`src/hw/rtl/joystick_radial_deadzone_defines.svh`:
```
// Assertion macros shared by the joystick radial deadzone RTL.
`ifndef JOYSTICK_RADIAL_DEADZONE_DEFINES_SVH
`define JOYSTICK_RADIAL_DEADZONE_DEFINES_SVH

`ifndef ASSERT_OFF

// Property that must hold at every clock edge out of reset.
`define JRD_ASSERT(lbl, prop, msg) \
  lbl: assert property (@(posedge clk_i) disable iff (!rst_ni) (prop)) else $error(msg);

// Condition in one cycle implies a consequence in the next.
`define JRD_ASSERT_NEXT(lbl, ante, cons, msg) \
  lbl: assert property (@(posedge clk_i) disable iff (!rst_ni) (ante) |=> (cons)) \
    else $error(msg);

`else

`define JRD_ASSERT(lbl, prop, msg)
`define JRD_ASSERT_NEXT(lbl, ante, cons, msg)

`endif

`endif

```
`src/hw/rtl/jrd_pkg.sv`:
```
// Types and constants shared by the joystick radial deadzone modules.
`timescale 1ns / 1ps

package jrd_pkg;

  // Event types and codes
  localparam logic [15:0] EVT_ABS     = 16'd3;
  localparam logic [15:0] EVT_KEY     = 16'd1;
  localparam logic [15:0] AXIS_CODE_X = 16'd0;
  localparam logic [15:0] AXIS_CODE_Y = 16'd1;
  localparam logic [15:0] KEY_A       = 16'h0130;
  localparam logic [15:0] KEY_START   = 16'h013b;
  localparam logic [15:0] KEY_BACK    = 16'h013a;

  // Button bit masks: bit 0 A, bit 1 start, bit 2 back
  localparam logic [2:0] MASK_NONE  = 3'b000;
  localparam logic [2:0] MASK_A     = 3'b001;
  localparam logic [2:0] MASK_START = 3'b010;
  localparam logic [2:0] MASK_BACK  = 3'b100;

  localparam logic [14:0] FULL_SCALE = 15'h7fff;
  localparam logic [14:0] DZ_RESET   = 15'd8000;

  // Datapath widths
  localparam int unsigned ROOT_W = 16;  // floor(sqrt(2^31)) fits 16 bits
  localparam int unsigned PROD_W = 32;  // component * (mag - dz)
  localparam int unsigned DEN_W  = 31;  // mag * (32767 - dz)
  localparam int unsigned QUO_W  = 17;  // quotient bits kept below saturation

  typedef enum logic [1:0] {
    KIND_NONE,
    KIND_ABS,
    KIND_KEY
  } kind_e;

  typedef enum logic [1:0] {
    AXIS_NONE,
    AXIS_X,
    AXIS_Y
  } axis_e;

  typedef struct packed {
    kind_e       kind;
    axis_e       axis;
    logic [2:0]  key_mask;
    logic [15:0] value;
  } item_t;

  // Head of the event queue as seen by the back end
  typedef struct packed {
    logic  valid;
    item_t item;
  } q_out_t;

  typedef enum logic [3:0] {
    ST_IDLE,
    ST_SQX,
    ST_SQY,
    ST_SQRT,
    ST_MULD,
    ST_MULX,
    ST_MULY,
    ST_DIVGO,
    ST_DIV,
    ST_EMIT
  } back_state_e;

endpackage

```
`src/hw/rtl/jrd_front.sv`:
```
// Front end: accepts raw events, decodes them and queues them for the back end.
`timescale 1ns / 1ps
`include "joystick_radial_deadzone_defines.svh"

module jrd_front (
  input  logic            clk_i,
  input  logic            rst_ni,
  input  logic            s_axis_tvalid,
  output logic            s_axis_tready,
  input  logic [31:0]     s_axis_tdata,   // [15:0] event_code, [31:16] event_value
  input  logic [15:0]     s_axis_tuser,   // [15:0] req_type
  input  logic            pop_i,
  output jrd_pkg::q_out_t q_o
);

  localparam int unsigned QDEPTH = 2;
  localparam int unsigned PTR_W  = $clog2(QDEPTH);
  localparam int unsigned CNT_W  = $clog2(QDEPTH + 1);

  jrd_pkg::item_t item;
  jrd_pkg::item_t fifo_q [QDEPTH];
  logic [PTR_W-1:0] wr_ptr_q, rd_ptr_q;
  logic [CNT_W-1:0] cnt_q;
  logic             push;
  logic [15:0]      code;

  assign code = s_axis_tdata[15:0];

  always_comb begin
    item.value = s_axis_tdata[31:16];
    unique case (s_axis_tuser)
      jrd_pkg::EVT_ABS: item.kind = jrd_pkg::KIND_ABS;
      jrd_pkg::EVT_KEY: item.kind = jrd_pkg::KIND_KEY;
      default:          item.kind = jrd_pkg::KIND_NONE;
    endcase
    unique case (code)
      jrd_pkg::AXIS_CODE_X: item.axis = jrd_pkg::AXIS_X;
      jrd_pkg::AXIS_CODE_Y: item.axis = jrd_pkg::AXIS_Y;
      default:              item.axis = jrd_pkg::AXIS_NONE;
    endcase
    unique case (code)
      jrd_pkg::KEY_A:     item.key_mask = jrd_pkg::MASK_A;
      jrd_pkg::KEY_START: item.key_mask = jrd_pkg::MASK_START;
      jrd_pkg::KEY_BACK:  item.key_mask = jrd_pkg::MASK_BACK;
      default:            item.key_mask = jrd_pkg::MASK_NONE;
    endcase
  end

  assign s_axis_tready = (cnt_q != CNT_W'(QDEPTH));
  assign push          = s_axis_tvalid && s_axis_tready;

  assign q_o.valid = (cnt_q != '0);
  assign q_o.item  = fifo_q[rd_ptr_q];

  always_ff @(posedge clk_i or negedge rst_ni) begin
    if (!rst_ni) begin
      wr_ptr_q <= '0;
      rd_ptr_q <= '0;
      cnt_q    <= '0;
    end else begin
      if (push) begin
        wr_ptr_q <= wr_ptr_q + PTR_W'(1);
      end
      if (pop_i) begin
        rd_ptr_q <= rd_ptr_q + PTR_W'(1);
      end
      if (push && !pop_i) begin
        cnt_q <= cnt_q + CNT_W'(1);
      end else if (!push && pop_i) begin
        cnt_q <= cnt_q - CNT_W'(1);
      end
    end
  end

  always_ff @(posedge clk_i) begin
    if (push) begin
      fifo_q[wr_ptr_q] <= item;
    end
  end

  `JRD_ASSERT(a_pop_nonempty, !pop_i || (cnt_q != '0), "queue popped while empty")

endmodule

```
`src/hw/rtl/jrd_isqrt.sv`:
```
// Bit-serial integer square root, two radicand bits per cycle.
`timescale 1ns / 1ps

module jrd_isqrt (
  input  logic                        clk_i,
  input  logic                        rst_ni,
  input  logic                        start_i,
  input  logic [31:0]                 n_i,
  output logic                        done_o,
  output logic [jrd_pkg::ROOT_W-1:0]  root_o
);

  localparam int unsigned STEPS = 16;
  localparam int unsigned CNT_W = $clog2(STEPS);

  logic             busy_q, done_q;
  logic [CNT_W-1:0] cnt_q;
  logic [31:0]      rem_q, root_q, bit_q;
  logic [31:0]      trial;
  logic             ge;

  assign trial = root_q + bit_q;
  assign ge    = (rem_q >= trial);

  always_ff @(posedge clk_i or negedge rst_ni) begin
    if (!rst_ni) begin
      busy_q <= 1'b0;
      done_q <= 1'b0;
      cnt_q  <= '0;
    end else begin
      done_q <= 1'b0;
      if (start_i) begin
        busy_q <= 1'b1;
        cnt_q  <= '0;
      end else if (busy_q) begin
        cnt_q <= cnt_q + CNT_W'(1);
        if (cnt_q == CNT_W'(STEPS - 1)) begin
          busy_q <= 1'b0;
          done_q <= 1'b1;
        end
      end
    end
  end

  always_ff @(posedge clk_i) begin
    if (start_i) begin
      rem_q  <= n_i;
      root_q <= '0;
      bit_q  <= 32'h4000_0000;
    end else if (busy_q) begin
      if (ge) begin
        rem_q  <= rem_q - trial;
        root_q <= (root_q >> 1) + bit_q;
      end else begin
        root_q <= root_q >> 1;
      end
      bit_q <= bit_q >> 2;
    end
  end

  assign done_o = done_q;
  assign root_o = root_q[jrd_pkg::ROOT_W-1:0];

endmodule

```
`src/hw/rtl/jrd_div.sv`:
```
// Restoring divider for the stick scale, one quotient bit per cycle with overflow flag.
`timescale 1ns / 1ps

module jrd_div #(
  parameter int unsigned FRAC_BITS = 14
) (
  input  logic                       clk_i,
  input  logic                       rst_ni,
  input  logic                       start_i,
  input  logic [jrd_pkg::PROD_W-1:0] prod_i,  // numerator before the fraction shift
  input  logic [jrd_pkg::DEN_W-1:0]  den_i,
  output logic                       done_o,
  output logic                       ovf_o,   // quotient needs more than QUO_W bits
  output logic [jrd_pkg::QUO_W-1:0]  quo_o
);

  localparam int unsigned QW    = jrd_pkg::QUO_W;
  localparam int unsigned DW    = jrd_pkg::DEN_W;
  localparam int unsigned NW    = jrd_pkg::PROD_W + FRAC_BITS;
  localparam int unsigned HI_W  = NW - QW;
  localparam int unsigned CW    = (HI_W > DW) ? HI_W : DW;
  localparam int unsigned CNT_W = $clog2(QW);

  logic [NW-1:0]    num;
  logic [HI_W-1:0]  hi;
  logic             hi_ge;
  logic             busy_q, done_q;
  logic [CNT_W-1:0] cnt_q;
  logic [DW-1:0]    den_q, rem_q;
  logic [QW-1:0]    lo_q, quo_q;
  logic             ovf_q;
  logic [DW:0]      r2, r2_sub;
  logic             r2_ge;

  assign num   = {prod_i, {FRAC_BITS{1'b0}}};
  assign hi    = num[NW-1:QW];
  // quotient fits QW bits exactly when the top part is below the divisor
  assign hi_ge = (CW'(hi) >= CW'(den_i));

  assign r2     = {rem_q, lo_q[QW-1]};
  assign r2_sub = r2 - {1'b0, den_q};
  assign r2_ge  = (r2 >= {1'b0, den_q});

  always_ff @(posedge clk_i or negedge rst_ni) begin
    if (!rst_ni) begin
      busy_q <= 1'b0;
      done_q <= 1'b0;
      cnt_q  <= '0;
    end else begin
      done_q <= 1'b0;
      if (start_i) begin
        busy_q <= 1'b1;
        cnt_q  <= '0;
      end else if (busy_q) begin
        cnt_q <= cnt_q + CNT_W'(1);
        if (cnt_q == CNT_W'(QW - 1)) begin
          busy_q <= 1'b0;
          done_q <= 1'b1;
        end
      end
    end
  end

  always_ff @(posedge clk_i) begin
    if (start_i) begin
      den_q <= den_i;
      ovf_q <= hi_ge;
      rem_q <= DW'(hi);
      lo_q  <= num[QW-1:0];
      quo_q <= '0;
    end else if (busy_q) begin
      rem_q <= r2_ge ? r2_sub[DW-1:0] : r2[DW-1:0];
      quo_q <= {quo_q[QW-2:0], r2_ge};
      lo_q  <= {lo_q[QW-2:0], 1'b0};
    end
  end

  assign done_o = done_q;
  assign ovf_o  = ovf_q;
  assign quo_o  = quo_q;

endmodule

```
`src/hw/rtl/jrd_back.sv`:
```
// Back end: applies queued events, runs the stick maths and holds the result register.
`timescale 1ns / 1ps
`include "joystick_radial_deadzone_defines.svh"

module jrd_back #(
  parameter int unsigned FRAC_BITS = 14
) (
  input  logic            clk_i,
  input  logic            rst_ni,
  input  jrd_pkg::q_out_t q_i,
  output logic            pop_o,
  input  logic [14:0]     dz_i,
  output logic            m_axis_tvalid,
  input  logic            m_axis_tready,
  // [15:0] stick_x_out, [31:16] stick_y_out, [32] a_pressed, [33] start_pressed,
  // [34] back_pressed, [39:35] zero
  output logic [39:0]     m_axis_tdata
);

  localparam int unsigned RW = jrd_pkg::ROOT_W;
  localparam int unsigned PW = jrd_pkg::PROD_W;
  localparam int unsigned DW = jrd_pkg::DEN_W;
  localparam int unsigned QW = jrd_pkg::QUO_W;

  jrd_pkg::back_state_e state_q, state_d;

  logic [15:0] raw_x_q, raw_y_q, held_x_q, held_y_q;
  logic [2:0]  btn_q, btn_next;
  logic [15:0] ax, ay, ax_q, ay_q;
  logic        negx_q, negy_q;
  logic [31:0] sq_q, sqrt_n;
  logic [RW-1:0] mag_q, root;
  logic [15:0] diff_q;
  logic [DW-1:0] den_q;
  logic [PW-1:0] px_q, py_q;
  logic [14:0] span;
  logic        in_dz;
  logic        sqrt_done, done_x, done_y, ovf_x, ovf_y;
  logic [QW-1:0] quo_x, quo_y;
  logic        out_valid_q, out_free, out_load;
  logic [39:0] out_data_q;
  logic        sqrt_start, div_start;
  logic        is_abs;

  function automatic logic [15:0] sat_comp(input logic neg, input logic zero,
                                           input logic ovf, input logic [QW-1:0] quo);
    logic [QW-1:0] q;
    logic [QW-1:0] q_neg;
    begin
      q = ovf ? {QW{1'b1}} : quo;
      if (neg && (q > QW'(32768))) begin
        q = QW'(32768);
      end else if (!neg && (q > QW'(32767))) begin
        q = QW'(32767);
      end
      q_neg = QW'(0) - q;
      if (zero) begin
        sat_comp = 16'd0;
      end else if (neg) begin
        sat_comp = q_neg[15:0];
      end else begin
        sat_comp = q[15:0];
      end
    end
  endfunction

  assign ax     = raw_x_q[15] ? 16'(-raw_x_q) : raw_x_q;
  assign ay     = raw_y_q[15] ? 16'(-raw_y_q) : raw_y_q;
  assign sqrt_n = sq_q + (32'(ay_q) * 32'(ay_q));
  assign span   = jrd_pkg::FULL_SCALE - dz_i;
  assign in_dz  = (mag_q <= RW'(dz_i));
  assign is_abs = (q_i.item.kind == jrd_pkg::KIND_ABS);

  assign out_free = !out_valid_q || m_axis_tready;

  always_comb begin
    btn_next = btn_q;
    if (q_i.item.kind == jrd_pkg::KIND_KEY) begin
      if (q_i.item.value != 16'd0) begin
        btn_next = btn_q | q_i.item.key_mask;
      end else begin
        btn_next = btn_q & ~q_i.item.key_mask;
      end
    end
  end

  // next state
  always_comb begin
    state_d = state_q;
    unique case (state_q)
      jrd_pkg::ST_IDLE:  if (q_i.valid && is_abs) state_d = jrd_pkg::ST_SQX;
      jrd_pkg::ST_SQX:   state_d = jrd_pkg::ST_SQY;
      jrd_pkg::ST_SQY:   state_d = jrd_pkg::ST_SQRT;
      jrd_pkg::ST_SQRT:  if (sqrt_done) state_d = jrd_pkg::ST_MULD;
      jrd_pkg::ST_MULD:  state_d = in_dz ? jrd_pkg::ST_EMIT : jrd_pkg::ST_MULX;
      jrd_pkg::ST_MULX:  state_d = jrd_pkg::ST_MULY;
      jrd_pkg::ST_MULY:  state_d = jrd_pkg::ST_DIVGO;
      jrd_pkg::ST_DIVGO: state_d = jrd_pkg::ST_DIV;
      jrd_pkg::ST_DIV:   if (done_x && done_y) state_d = jrd_pkg::ST_EMIT;
      jrd_pkg::ST_EMIT:  if (out_free) state_d = jrd_pkg::ST_IDLE;
      default:           state_d = jrd_pkg::ST_IDLE;
    endcase
  end

  // control strobes
  always_comb begin
    pop_o      = 1'b0;
    out_load   = 1'b0;
    sqrt_start = 1'b0;
    div_start  = 1'b0;
    unique case (state_q)
      jrd_pkg::ST_IDLE: begin
        // key and ignored events finish here; axis events go on to the maths
        pop_o    = q_i.valid && (is_abs || out_free);
        out_load = q_i.valid && !is_abs && out_free;
      end
      jrd_pkg::ST_SQY:   sqrt_start = 1'b1;
      jrd_pkg::ST_DIVGO: div_start  = 1'b1;
      jrd_pkg::ST_EMIT:  out_load   = out_free;
      default: ;
    endcase
  end

  always_ff @(posedge clk_i or negedge rst_ni) begin
    if (!rst_ni) begin
      state_q     <= jrd_pkg::ST_IDLE;
      raw_x_q     <= '0;
      raw_y_q     <= '0;
      held_x_q    <= '0;
      held_y_q    <= '0;
      btn_q       <= '0;
      out_valid_q <= 1'b0;
    end else begin
      state_q <= state_d;
      if (pop_o && is_abs) begin
        if (q_i.item.axis == jrd_pkg::AXIS_X) raw_x_q <= q_i.item.value;
        if (q_i.item.axis == jrd_pkg::AXIS_Y) raw_y_q <= q_i.item.value;
      end
      if (pop_o && (q_i.item.kind == jrd_pkg::KIND_KEY)) begin
        btn_q <= btn_next;
      end
      if ((state_q == jrd_pkg::ST_MULD) && in_dz) begin
        held_x_q <= '0;
        held_y_q <= '0;
      end
      if ((state_q == jrd_pkg::ST_DIV) && done_x && done_y) begin
        held_x_q <= sat_comp(negx_q, ax_q == 16'd0, ovf_x, quo_x);
        held_y_q <= sat_comp(negy_q, ay_q == 16'd0, ovf_y, quo_y);
      end
      if (out_load) begin
        out_valid_q <= 1'b1;
      end else if (m_axis_tready) begin
        out_valid_q <= 1'b0;
      end
    end
  end

  always_ff @(posedge clk_i) begin
    unique case (state_q)
      jrd_pkg::ST_SQX: begin
        ax_q   <= ax;
        ay_q   <= ay;
        negx_q <= raw_x_q[15];
        negy_q <= !raw_y_q[15] && (raw_y_q != 16'd0);  // Y is flipped
        sq_q   <= 32'(ax) * 32'(ax);
      end
      jrd_pkg::ST_SQRT: if (sqrt_done) mag_q <= root;
      jrd_pkg::ST_MULD: begin
        diff_q <= 16'(mag_q - RW'(dz_i));
        den_q  <= DW'(32'(mag_q) * 32'(span));
      end
      jrd_pkg::ST_MULX: px_q <= 32'(ax_q) * 32'(diff_q);
      jrd_pkg::ST_MULY: py_q <= 32'(ay_q) * 32'(diff_q);
      default: ;
    endcase
    if (out_load) begin
      if (state_q == jrd_pkg::ST_IDLE) begin
        out_data_q <= {5'b0, btn_next, held_y_q, held_x_q};
      end else begin
        out_data_q <= {5'b0, btn_q, held_y_q, held_x_q};
      end
    end
  end

  jrd_isqrt u_isqrt (
    .clk_i   (clk_i),
    .rst_ni  (rst_ni),
    .start_i (sqrt_start),
    .n_i     (sqrt_n),
    .done_o  (sqrt_done),
    .root_o  (root)
  );

  jrd_div #(.FRAC_BITS(FRAC_BITS)) u_div_x (
    .clk_i   (clk_i),
    .rst_ni  (rst_ni),
    .start_i (div_start),
    .prod_i  (px_q),
    .den_i   (den_q),
    .done_o  (done_x),
    .ovf_o   (ovf_x),
    .quo_o   (quo_x)
  );

  jrd_div #(.FRAC_BITS(FRAC_BITS)) u_div_y (
    .clk_i   (clk_i),
    .rst_ni  (rst_ni),
    .start_i (div_start),
    .prod_i  (py_q),
    .den_i   (den_q),
    .done_o  (done_y),
    .ovf_o   (ovf_y),
    .quo_o   (quo_y)
  );

  assign m_axis_tvalid = out_valid_q;
  assign m_axis_tdata  = out_data_q;

  `JRD_ASSERT(a_div_lockstep, done_x == done_y, "dividers out of step")
  `JRD_ASSERT(a_load_free, !out_load || !out_valid_q || m_axis_tready, "result overwritten")
  `JRD_ASSERT_NEXT(a_abs_starts, pop_o && is_abs, state_q == jrd_pkg::ST_SQX, "axis event not started")

endmodule

```
`src/hw/rtl/joystick_radial_deadzone.sv`:
```
// Joystick radial deadzone conditioner: top level.
`timescale 1ns / 1ps

// Takes raw input events (type on s_axis_tuser, code and value on s_axis_tdata) and
// returns one result per event: the conditioned stick X/Y in signed fixed point with
// OUT_FRAC_BITS fraction bits, plus the A, start and back button states. Axis events
// store X or Y and rescale the stick outside the radial deadzone; key events update
// the buttons; anything else repeats the held outputs. Key and ignored events are
// handled in the back end's idle state. An axis event runs the 16-step square root
// of x*x+y*y, then the 17-step restoring divide (both components divide in parallel).
// A two-entry queue sits between the front end and the back end, and the result
// register lets the next event be accepted while a result waits. The user must write
// the deadzone register through the cfg channel only while idle; this is unchecked.
module joystick_radial_deadzone #(
  parameter int unsigned OUT_FRAC_BITS = 14
) (
  input  logic        clk_i,
  input  logic        rst_ni,
  input  logic        s_axis_tvalid,
  output logic        s_axis_tready,
  input  logic [31:0] s_axis_tdata,   // [15:0] event_code, [31:16] event_value
  input  logic [15:0] s_axis_tuser,   // [15:0] req_type
  output logic        m_axis_tvalid,
  input  logic        m_axis_tready,
  // [15:0] stick_x_out, [31:16] stick_y_out, [32] a_pressed, [33] start_pressed,
  // [34] back_pressed, [39:35] zero
  output logic [39:0] m_axis_tdata,
  input  logic        cfg_valid_i,
  output logic        cfg_ready_o,
  input  logic [14:0] cfg_data_i      // deadzone_radius
);

  logic [14:0]     dz_q;
  jrd_pkg::q_out_t q_head;
  logic            pop;

  assign cfg_ready_o = 1'b1;

  always_ff @(posedge clk_i or negedge rst_ni) begin
    if (!rst_ni) begin
      dz_q <= jrd_pkg::DZ_RESET;
    end else if (cfg_valid_i && cfg_ready_o) begin
      dz_q <= cfg_data_i;
    end
  end

  jrd_front u_front (
    .clk_i         (clk_i),
    .rst_ni        (rst_ni),
    .s_axis_tvalid (s_axis_tvalid),
    .s_axis_tready (s_axis_tready),
    .s_axis_tdata  (s_axis_tdata),
    .s_axis_tuser  (s_axis_tuser),
    .pop_i         (pop),
    .q_o           (q_head)
  );

  jrd_back #(.FRAC_BITS(OUT_FRAC_BITS)) u_back (
    .clk_i         (clk_i),
    .rst_ni        (rst_ni),
    .q_i           (q_head),
    .pop_o         (pop),
    .dz_i          (dz_q),
    .m_axis_tvalid (m_axis_tvalid),
    .m_axis_tready (m_axis_tready),
    .m_axis_tdata  (m_axis_tdata)
  );

endmodule
```
`config.mk`:
```
export PLATFORM = sky130hd
export DESIGN_NAME = joystick_radial_deadzone
export DESIGN_NICKNAME = d
export VERILOG_FILES = /design/src/hw/rtl/jrd_pkg.sv /design/src/hw/rtl/jrd_front.sv /design/src/hw/rtl/jrd_isqrt.sv /design/src/hw/rtl/jrd_div.sv /design/src/hw/rtl/jrd_back.sv /design/src/hw/rtl/joystick_radial_deadzone.sv
export VERILOG_INCLUDE_DIRS = /design/src /design/src/hw/rtl
export SDC_FILE = /design/constraint.sdc
export NUM_CORES = 2
export LEC_CHECK = 0
export ABC_AREA = 1
export BUFFER_PORTS_ARGS = -buffer_cell sky130_fd_sc_hd__buf_2
export CORE_MARGIN = 2
export CORE_UTILIZATION = 63
export DETAILED_ROUTE_END_ITERATION = 10
export PLACE_DENSITY_LB_ADDON = 0.05
export SLEW_MARGIN = 10
export SYNTH_ARGS = -nofsm -noshare
export SYNTH_HDL_FRONTEND = slang
export SYNTH_SLANG_ARGS = --single-unit
```
`constraint.sdc`:
```
create_clock -name clk_i -period 20.5 [get_ports clk_i]
set_input_delay 6.15 -clock clk_i [delete_from_list [all_inputs] [get_ports clk_i]]
set_output_delay 6.15 -clock clk_i [all_outputs]
set_load 0.005 [all_outputs]
```
==> flow_summary.yaml <==
critical_path:
  cp.arrival_ns: 8.38
  max_stage_delay_ns: 0.53
  reg2reg_to: "u_back.sq_q[27]"
  slowest_stage: "fa_1"
  r2r_cells: 29
  timing.critical_path.mode_cell: "inv_1"
  worstReg2RegStart: "u_back.raw_x_q[0]"
  endpoint_kind: "flop"
  crit_path_end: "u_back.sq_q[27]"
  critical_path.max_fanout: 18
  cp-startpoint: "u_back.raw_x_q[0]"
  rrSetupSlack_ns: 12.54
  worstPathRequired_ns: 20.92
  critPathKind: "reg -> reg"
  critPathLaunchType: "flop"
logic_synthesis:
  synth_edf_count: 401
  netlist_area_um2: 74800
  yosysMostFrequentCell: "inv_1"
  ys_types: 68
  synth-main-ff-cell: "edfxtp_1"
  yosys_warnings: 0
  yosysTopAreaCell: "fa_1"
  netlist_top_cells_count: "inv_1 (2027), nand2_1 (2016), fa_1 (930)"
  syn_avg_cell_area_um2: 8.13
  synth-async-reset-ratio_pct: 18.6
  synth.area.top_cells: "fa_1 (25%), edfxtp_1 (16%), ha_1 (12%), inv_1 (10%), nand2_1 (10%)"
  synth_seq_area_share_pct: 22.1
  synth_top_area_share_pct: 24.9
  ys_ff_latch: 598
  synth_cells: 9190
drt:
  drc: 0
  wire_per_inst_um: 18.6
  first_pass_iters: 6
  first_iter_violations: 5200
  routed-via-count: 60500
  vias_per_cell: 5.62
  finalWirelength_um: 200000
  drt.antenna.violating_nets: 0
final_layout:
  drive_gt1_share_pct: 3.79
  syn_to_final_growth_pct: 6.01
  final.fill_count: 10100
  regArea_um2: 16500
  multi_input_area_um2: 49600
  n_antenna_cell: 0
  fin_nets: 10900
sta:
  tightest_slew_ns: 1.19
  fmax_mhz: 126
  finalHoldViolCount: 0
  tns_ns: 0
  rsz0062_at_grt: "no"
  setup_viol: 0
  slew_headroom_pct: 20.1
  period_minus_slack_ns: 7.96
  drv_slew: 0
  min_period_over_period_pct: 38.8
  skew_ns: 0.0244
global_route:
  overflow: 0
  grt_max_degree: 97
  antenna_found_initial: 0
  track_usage_pct: 33.9
  grt_pass1_wl_um: 325000
  grt_pass1_vias: 62000
clocking:
  clk_latency_ns: 0.70
  cts_buffer_depth: 3
  cts_setup_buffers: 0
  cts.sinks: 598
  holdBufCountCts: 0
  cts_buffers: 74
  clkTransAtPathRegs_ns: 0.06
  tritoncts: "done"
  h-tree-depth: 3
  post_cts_resized: 0
  ctsRootBufferMaster: "clkbuf_16"
floorplanning:
  initial_core_util_pct: 63.4
  num_rows: 126
  dieArea_um2: 121000
  die_w_um: 348
  core_um2: 118000
  io_pins: 111
  fp.dieH_um: 348
place:
  gp_congestion: 0.992
  numPortBuffers: 104
  place_hpwl_um: 159000
run:
  maxCapViolations: 0
status:
  status: "finished, final reports clean"
hold_path:
  min_path_type: "reg -> reg"
worst min path at each step:
stage | depth (start not counted) | slack (ns) | end | from
5_1_grt | 0 | 0.46 | u_back.m_axis_tdata[26] | u_back.held_y_q[10]
4_1_cts | 0 | 0.45 | u_back.m_axis_tdata[23] | u_back.held_y_q[7]
3_3_place_gp | 0 | 0.43 | u_back.m_axis_tdata[1] | u_back.held_x_q[1]
3_5_place_dp | 0 | 0.43 | u_back.m_axis_tdata[30] | u_back.held_y_q[14]
6_report | 0 | 0.44 | u_back.m_axis_tdata[30] | u_back.held_y_q[14]
2_1_floorplan | 0 | 0.43 | u_back.m_axis_tdata[0] | u_back.held_x_q[0]
sequential cells by signal (all words and copies together) (netlist names), 17 cells and up:
name	count
u_back.u_div_y.rem_q	31
u_back.den_q	31
u_back.u_div_x.den_q	31
u_front.fifo_q	46
u_back.u_div_y.quo_o	17
u_back.sq_q	31
u_back.u_div_x.rem_q	31
u_back.py_q	32
u_back.u_isqrt.root_q	32
u_back.m_axis_tdata	35
u_back.px_q	32
u_back.u_isqrt.rem_q	32
u_back.u_div_x.quo_o	17
critical path: cells and delay by family, from the launching register on:
family,cells,cell delay [ns]
AOI/OAI and AO/OA,2,0.25
DFF,1,0.46
adders and majority gates,8,3.74
buffers and inverters,9,1.43
and+or+nand+nor,9,1.65
xor gates and xnor gates,1,0.15
metal layers:
metal  vias to the layer above  routed length, um  share of wire, %  GRT usage (%)
met5                         -                  0                 0              0
met4                         0               8050               4.0           12.4
met3                       413              13700               6.9           4.60
met2                      2235              94800                47           56.5
met1                     29300              83400                42           45.3
li1                      28500                  -                 -              -
cell usage in the layout (no fill, tap or decap), types with 57 or more instances in the layout:
| cell type | n |
|---|---|
| inv_1 | 2026 |
| nand2_1 | 2016 |
| fa_1 | 930 |
| ha_1 | 710 |
| nor2_1 | 653 |
| o21ai_0 | 425 |
| a21oi_1 | 409 |
| edfxtp_1 | 401 |
| nand3_1 | 281 |
| xor2_1 | 159 |
| dfrtp_1 | 105 |
| buf_2 | 103 |
| xnor2_1 | 101 |
| nand4_1 | 92 |
| nor3_1 | 89 |
| dfxtp_1 | 86 |
| clkbuf_16 | 74 |
| buf_4 | 57 |
kinds of logic (layout without fill, tap and decap cells):
| group | after synthesis | count (layout) | share of synthesized area, % |
|---|---|---|---|
| XOR/XNOR | 262 | 262 | 3.10 |
| other | 2 | 18 | 0.0100 |
| AND/OR/NAND/NOR | 3231 | 3231 | 17.6 |
| AO/OA/AOI/OAI | 1121 | 1121 | 8.38 |
| adder cells (fa/ha/maj) | 1640 | 1640 | 36.8 |
| multiplexers | 21 | 21 | 0.283 |
| flip-flops | 598 | 598 | 22.1 |
| buffers and inverters | 2315 | 2338 | 11.7 |
per-stage QoR:
step	instances	hold slack (ns)	instance area, um^2	util (%)	setup slack (ns)
CTS	10800	0.445	79200	67.2	12.65
detailed placement	10600	0.432	76700	65.0	12.68
floorplan	9206	0.425	74800	-	12.38
global placement	10600	0.430	76700	65.0	12.77
global route	10800	0.461	79200	67.2	11.99
finish	10800	0.445	79200	67.2	12.54
area by class of cell:
class	count	area share (%)
multi-input combinational	6293	62.5
sequential	598	20.9
inverter	2042	9.67
clock buffer	91	2.46
tap	1536	2.43
timing repair buffer	161	1.20
clock inverter	44	0.810
Power is not shown: default switching activity piles up to over one toggle a cycle in this logic, so the estimate is an artifact.
